**config.mk**
```make
export PLATFORM = sky130hd
export DESIGN_NAME = ptsd_sqrt
export DESIGN_NICKNAME = d
export VERILOG_FILES = /design/src/rtl/ptsd_pkg.sv /design/src/rtl/ptsd_sqrt.sv
export SDC_FILE = /design/constraint.sdc
export NUM_CORES = 2
export LEC_CHECK = 0
export BUFFER_PORTS_ARGS = -buffer_cell sky130_fd_sc_hd__buf_4
export CAP_MARGIN = 0
export CORE_ASPECT_RATIO = 0.8
export CORE_MARGIN = 5
export CORE_UTILIZATION = 55
export DETAILED_ROUTE_END_ITERATION = 8
export GPL_TIMING_DRIVEN = 1
export HOLD_SLACK_MARGIN = 0.15
export PLACE_DENSITY = 0.73
export SYNTH_ARGS = -nofsm -noshare
export SYNTH_HDL_FRONTEND = slang
export SYNTH_SLANG_ARGS = --single-unit
```
**constraint.sdc**
```tcl
create_clock -name clk -period 3.6 [get_ports clk]
set_input_delay 0.72 -clock clk [delete_from_list [all_inputs] [get_ports clk]]
set_output_delay 0.72 -clock clk [all_outputs]
set_load 0.05 [all_outputs]
```
**src/rtl/ptsd_pkg.sv**
```systemverilog
// Package: widths, region codes, register indexes and side-band types for the segment distance block
`timescale 1ns / 1ps
package ptsd_pkg;

  localparam int COORD_W   = 32;
  localparam int FRAC_BITS = 16;
  localparam int DIFF_W    = COORD_W + 1;
  localparam int PROD_W    = 2 * DIFF_W;
  localparam int DOT_W     = PROD_W + 1;
  localparam int LEN_W     = PROD_W;
  localparam int T_W       = FRAC_BITS + 1;
  localparam int FOOT_W    = T_W + 1 + DIFF_W;
  localparam int OFS_W     = FOOT_W - FRAC_BITS;
  localparam int ERR_W     = OFS_W + 1;
  localparam int SQ_W      = 2 * ERR_W;
  localparam int RAD_W     = SQ_W + 2;
  localparam int ROOT_W    = RAD_W / 2;
  localparam int DIST_W    = 33;

  localparam logic [1:0] CFG_START_X = 2'd0;
  localparam logic [1:0] CFG_START_Y = 2'd1;
  localparam logic [1:0] CFG_END_X   = 2'd2;
  localparam logic [1:0] CFG_END_Y   = 2'd3;

  typedef enum logic [1:0] {
    REG_FOOT  = 2'd0,
    REG_START = 2'd1,
    REG_END   = 2'd2,
    REG_DEGEN = 2'd3
  } region_t;

  typedef struct packed {
    logic signed [DIFF_W-1:0] ax;
    logic signed [DIFF_W-1:0] ay;
    logic signed [DIFF_W-1:0] bx;
    logic signed [DIFF_W-1:0] by;
    logic signed [DIFF_W-1:0] dx;
    logic signed [DIFF_W-1:0] dy;
    region_t                  region;
    logic                     eq;
  } div_side_t;

endpackage

```
**src/rtl/ptsd_sqrt.sv**
```systemverilog
// Pipelined floor square root: one root bit per stage
`timescale 1ns / 1ps
module ptsd_sqrt (
  input  logic                            clk,
  input  logic                            rst,
  input  logic                            en,
  input  logic                            in_valid,
  input  logic [ptsd_pkg::RAD_W-1:0]      in_rad,
  input  ptsd_pkg::region_t               in_region,
  output logic                            out_valid,
  output logic [ptsd_pkg::ROOT_W-1:0]     out_root,
  output ptsd_pkg::region_t               out_region
);

  localparam int N = ptsd_pkg::ROOT_W;
  localparam int W = ptsd_pkg::RAD_W;

  logic [N:0]               vld;
  logic [W-1:0]             rem  [0:N];
  logic [N-1:0]             root [0:N];
  ptsd_pkg::region_t        reg_q [0:N];

  assign vld[0]   = in_valid;
  assign rem[0]   = in_rad;
  assign root[0]  = '0;
  assign reg_q[0] = in_region;

  for (genvar k = 0; k < N; k++) begin : g_step
    localparam int B = N - 1 - k;
    logic [W-1:0] trial;
    logic         ge;

    assign trial = (W'(root[k]) << (B + 1)) | (W'(1) << (2 * B));
    assign ge    = rem[k] >= trial;

    always_ff @(posedge clk) begin
      if (rst) begin
        vld[k+1] <= 1'b0;
      end else if (en) begin
        vld[k+1] <= vld[k];
      end
    end

    always_ff @(posedge clk) begin
      if (en) begin
        rem[k+1]   <= ge ? rem[k] - trial : rem[k];
        root[k+1]  <= ge ? (root[k] | (N'(1) << B)) : root[k];
        reg_q[k+1] <= reg_q[k];
      end
    end
  end

  assign out_valid  = vld[N];
  assign out_root   = root[N];
  assign out_region = reg_q[N];

endmodule

```
[Word level (Yosys, flattened, before mapping)]
Index checks and enable logic that the tools add are counted.
Word-level totals
  flip-flop bits (word level): 4144
  bits in latches: 0
  bits in writable memories: 0
  bits in read-only memories: 0
  input bits: 80
  output and inout port bits: 40
  memories kept: 0
Operators by class
  add/subtract/negate cells: 36
  multipliers: 0
  divide/modulo/power cells: 0
  order comparisons: 37
  equal/unequal tests: 0
  shifts and indexed selects: 0
  muxes and demuxes: 37
  bitwise logic cells: 0
  reductions and logical operators: 0
Operators with widths (number)
  2-to-1 mux 74 bit: 36
  >= comparator 74 x 38 -> 1 bit: 1
  >= comparator 74 x 39 -> 1 bit: 1
  >= comparator 74 x 40 -> 1 bit: 1
  >= comparator 74 x 41 -> 1 bit: 1
  >= comparator 74 x 42 -> 1 bit: 1
  >= comparator 74 x 43 -> 1 bit: 1
  >= comparator 74 x 44 -> 1 bit: 1
  >= comparator 74 x 45 -> 1 bit: 1
  >= comparator 74 x 46 -> 1 bit: 1
  >= comparator 74 x 47 -> 1 bit: 1
  >= comparator 74 x 48 -> 1 bit: 1
  >= comparator 74 x 49 -> 1 bit: 1
  >= comparator 74 x 50 -> 1 bit: 1
  >= comparator 74 x 51 -> 1 bit: 1
  >= comparator 74 x 52 -> 1 bit: 1
  >= comparator 74 x 53 -> 1 bit: 1
  >= comparator 74 x 54 -> 1 bit: 1
  >= comparator 74 x 55 -> 1 bit: 1
  >= comparator 74 x 56 -> 1 bit: 1
  >= comparator 74 x 57 -> 1 bit: 1
  >= comparator 74 x 58 -> 1 bit: 1
  >= comparator 74 x 59 -> 1 bit: 1
  >= comparator 74 x 60 -> 1 bit: 1
  other kinds (51): 51

[Depth between registers and ports, before layout]
  depth after elaboration: 2
  gate-level depth with buffers: 15

[Least setup slack after synthesis]
No wires, ideal clock.
  path kind: reg-to-reg
  start point: register rem[771] (netlist bit)
  end point: register rem[728] (netlist bit) (data pin)
  arrival time: 3.437 ns
  data required time: 3.334 ns
  setup slack: -0.103 ns
  stages on the path, launching flop included: 12
  clock period less this slack: 3.703 ns
  cells stage by stage: edfxtp_1 -> ha_1 -> nand4_2 -> or4_1 -> or4_1 -> o21ai_1 -> a211oi_1 -> or4b_4 -> or3_1 -> buf_2 -> nor4_4 -> xor2_1
Between the ends
  word-level cells in the longest chain between the ends: 2
Ends and longest elaborated chain
  start, declared: RTL line ptsd_sqrt.sv:19  | logic [W-1:0] rem [0:N];
  start signal, assigned by index: RTL line ptsd_sqrt.sv:46  | rem[k+1] <= ge ? rem[k] - trial : rem[k];
  subtractor 74 x 47 -> 74 bit / >= comparator 74 x 47 -> 1 bit (equally long branches): RTL line ptsd_sqrt.sv:46, ptsd_sqrt.sv:34
  2-to-1 mux 74 bit (*): RTL line ptsd_sqrt.sv:46
Every way passes the cells marked *; elsewhere a longest branch is shown, timed or not.
A chain may end at the register's enable or synchronous reset.

[Final worst setup path]
  start point: register rem[773] (netlist bit)
  end point: register rem[730] (netlist bit) (data pin)
Same word-level chain as after synthesis.

==> metrics.md <==
| Metric | Value |
|---|---|
| Status | `finished with violations` |
| Failing checks | `design-rule violations, negative setup slack` |
| R2R Setup Slk | `-0.01 ns` |
| Avg Cell Area, Syn | `approximately 13 um^2` |
| Via count | `~110k` |
| Hold path start | `rst` |
| Final slew viol count | `0` |
| Adder-Cell Fraction of Synth Area | `5.57%` |
| # DRC | `2` |
| Post-synth ARST share | `0%` |
| I/O pins | `120` |
| Setup_tns | `-0.0162 ns` |
| Min-Delay Path Depth | `2` |
| Post-synth cell types | `95` |
| Post-layout min period | `3.61 ns` |
| Core Region | `0.300 mm^2` |
| Die H | `500 um` |
| Yosys warning count | `0` |
| Initial Util | `55.1%` |
| Top cells by area, synth | `edfxtp_1, ha_1, xnor2_1` |
| Gr ovfl total | `0` |
| Maximum root-to-sink buffer count | `4` |
| Via density | `6.03` |
| Initial DRC count | `about 14000` |
| Register area | `0.104 mm^2` |
| Most common cell in the synthesized netlist | `edfxtp_1` |
| Slowest-stage cell, CP | `or4b_4` |
| Synthesized area | `between 0.15 and 0.2 mm^2` |
| Final cycle utilization of the critical path | `100%` |
| RR Startpoint | `rem[773]$_DFFE_PP_` |
| Max Cap Violations | `0` |
| Nature of the critical path endpoint | `flip-flop` |
| Startpoint types | `flip-flop` |
| CTS buffer count | `roughly 340` |
| Reg2reg end | `rem[730]$_DFFE_PP_` |
| CP Max Fanout | `5` |
| Crit path cell chain | `ha_1 -> nand4_1 -> or4_1 -> or4_4 -> o21ai_4 -> a211oi_4 -> or4b_4 -> or3_4 -> nor4_4 -> xor2_1` |
| Share of layout cells above drive strength 1 | `17.7%` |
| Leading cell types by count after synthesis | `edfxtp_1, inv_1, nand2_1` |
| Die Wd | `623 um` |
| Multi-input gate area | `0.0598 mm^2` |
| CTS root buf | `clkbuf_16` |
| Yosys reg bits | `3478` |
| Placed Cells incl. Taps | `18256` |
| Post-synth EDFFs | `3441` |
| Vias in the first global route | `about 110k` |
| Hold worst-path end | `vld[20]$_SDFFE_PP0P_` |
| Cells after synthesis | `13119` |
| Antenna-violating nets left | `0` |
| Post-synth top flop | `edfxtp_1` |
| Setup-failing EPs final | `2` |
| Die outline area | `0.312 mm^2` |
| Nets | `15611` |
| First-pass GRT wire length | `673 mm` |
| Sequential element share of the synthesized area | `63.0%` |
| Cell Rows | `180` |
| Hold WC Path Type | `input port to flip-flop` |
| Share of the synthesized area in the top cell type | `62.5%` |
| WL final | `450 mm` |
| Post-Synth Simple-Gate Area | `12.1%` |
| PD cells | `~640 mW/mm^2` |
| Tightest Pin Transition | `roughly 1.2 ns` |
| Compound-gate portion of the synthesized area | `9.36%` |
| P&R area growth vs syn | `19.0%` |
| Worst Skew | `0.0989 ns` |
| GP Congestion | `0.968` |
| Detailed Place HPWL | `336 mm` |
| Initial antenna violation count | `17` |
| H-tree levels | `5` |
| Cell accounting for the most synthesized area | `edfxtp_1` |
| FF-to-FF path depth | `10` |
| Clock sinks | `3478` |
| Final Non-Filler Cells | `19068` |
| Leakage power | `75.3 nW` |
| Kind of critical path | `flip-flop to flip-flop` |
| VDD IR max | `491 uV` |
| Fmax | `277 MHz` |
| Routed len/inst | `between 20 and 25 um` |
| Final worst slack | `-0.0141 ns` |
| All-Layer GR Usage | `28.0%` |
| Port Buffers | `between 100 and 150` |
| Post-Synth XOR/XNOR Area | `6.28%` |
| Clock transition at path regs | `0.06 ns` |
| Largest net degree at the start of global routing | `roughly 150` |
| Post-synthesis mux area share | `1.01%` |
| Count of final hold-check violations | `0` |
| Worst EP required | `4.21 ns` |
| CTS tree | `built` |
| FILL cells | `21551` |
| Worst-Skew Late Latency | `0.96 ns` |
| First-pass DRT Iterations | `8` |
| Slew margin rel. | `between 20% and 30%` |
| Unrepaired setup endpoints after global routing | `yes` |
| Combinational family with the most area after synthesis | `simple AND/OR/NAND/NOR gates` |
| Delay of the slowest cell on the worst path | `approximately 0.53 ns` |
| CP arrival | `4.22 ns` |
| Syn_nets | `13935` |
==> metrics by stage <==
stage | setup WS [ns] | power [mW] | instance area (um^2) | hold slack (ns) | util, %
global route | -0.158 | 132 | 197000 | 0.204 | 65.6
floorplan | 0.00843 | 74.0 | 165000 | 0.400 | -
finish | -0.0141 | 126 | 197000 | 0.233 | 65.6
global placement | -0.467 | 87.9 | 181000 | 0.402 | 60.2
CTS | -0.00818 | 125 | 194000 | 0.167 | 64.5
detailed placement | -0.420 | 88.4 | 181000 | 0.405 | 60.2
==> flip-flops by register name, indices dropped and copies added (netlist names) <==
register and cells:
vld 36, out_region 2, reg_q 72, g_step.trial 666, out_valid 1, out_root 37, rem 2664
==> worst max-delay path, delay by kind of cell (launching register included) <==
family,cells,cell delay (ns)
simple gates,6,2.26
flops,1,0.42
fa+ha+maj,1,0.33
compound gates,2,0.23
xor+xnor,1,0.10
==> cells in the final DEF (no fill, tap or decap), types with 57 or more instances in the layout <==
| master | netlist | routed |
|---|---|---|
| nand4_1 | 228 | 228 |
| o21a_1 | 148 | 148 |
| o21bai_1 | 71 | 70 |
| o31ai_1 | 69 | 57 |
| nor4_1 | 448 | 380 |
| dlygate4sd3_1 | 0 | 78 |
| a31oi_1 | 76 | 64 |
| mux2_2 | 105 | 105 |
| nor2b_1 | 104 | 98 |
| clkbuf_16 | 0 | 348 |
| or3_1 | 128 | 120 |
| and3_1 | 65 | 63 |
| o21ai_0 | 646 | 592 |
| ha_1 | 736 | 677 |
| nor3_1 | 342 | 290 |
| inv_1 | 916 | 911 |
| nand2_1 | 903 | 899 |
| a21o_1 | 322 | 322 |
| buf_4 | 2 | 1464 |
| or2_2 | 66 | 63 |
| nand3_1 | 203 | 194 |
| a21oi_1 | 768 | 742 |
| clkinv_1 | 0 | 65 |
| edfxtp_1 | 3441 | 3441 |
| xnor2_1 | 652 | 642 |
| nand2b_1 | 144 | 142 |
| nor2_1 | 833 | 823 |
| or4_1 | 118 | 95 |
| xor2_1 | 533 | 528 |
==> where the power goes <==
part           switching [mW]  leakage [nW]  total [mW]  internal, mW
clock network            15.4          5.39        35.9          20.5
logic                    19.0          36.4        33.9          14.9
registers                4.97          33.5        56.4          51.5
total                    39.4          75.3         126          86.9
==> cells by family (layout without fill, tap and decap cells) <==
family          after synthesis  after routing
simple gates               3873           3873
flops                      3478           3478
compound gates             2491           2491
buf+inv                    1202           3141
xor+xnor                   1185           1185
fa+ha+maj                   736            736
mux                         154            154
other cells                   0              6
==> routing by layer <==
metal / up-vias / track usage [%] / part of all wire [%]
met5: - / 0 / 0.020
met4: 6 / 6.88 / 2.7
met3: 703 / 5.77 / 10
met2: 5500 / 38.8 / 41
met1: 56187 / 44.9 / 46
li1: 52494 / - / -
==> worst max-delay path by stage <==
| stage | start | to | slack [ns] | depth (start not counted) |
|---|---|---|---|---|
| after detailed placement | rem[1369]$_DFFE_PP_ | rem[1326]$_DFFE_PP_ | -0.42 | 14 |
| after global routing | rem[1215]$_DFFE_PP_ | rem[1171]$_DFFE_PP_ | -0.16 | 13 |
| after global placement | rem[802]$_DFFE_PP_ | rem[697]$_DFFE_PP_ | -0.47 | 10 |
| after floorplan | rem[771]$_DFFE_PP_ | rem[728]$_DFFE_PP_ | 0.008 | 11 |
| after CTS | rem[767]$_DFFE_PP_ | rem[730]$_DFFE_PP_ | -0.008 | 10 |
| final | rem[773]$_DFFE_PP_ | rem[730]$_DFFE_PP_ | -0.01 | 10 |
==> what timing repair did <==
item | 4_1_cts | 5_1_grt
hold endpoints to repair | 78 | 0
gates cloned | 2 | 6
gates resized for setup | 150 | 442
endpoints found under the setup margin | 367 | 716
hold buffers | 78 | 0
pin swaps | 41 | 136
setup buffers | 23 | 96
==> cell type report <==
class / count / area share, %
inverters: 916 / 1.75
well taps: 4004 / 2.55
repair buffers: 1619 / 6.69
diodes: 6 / 0.00763
flip-flops and latches: 3478 / 52.9
clock inverters: 211 / 1.20
clock buffers: 395 / 4.48
multi-input cells: 8439 / 30.4
Note: power is estimated with default switching activity, not from simulation.
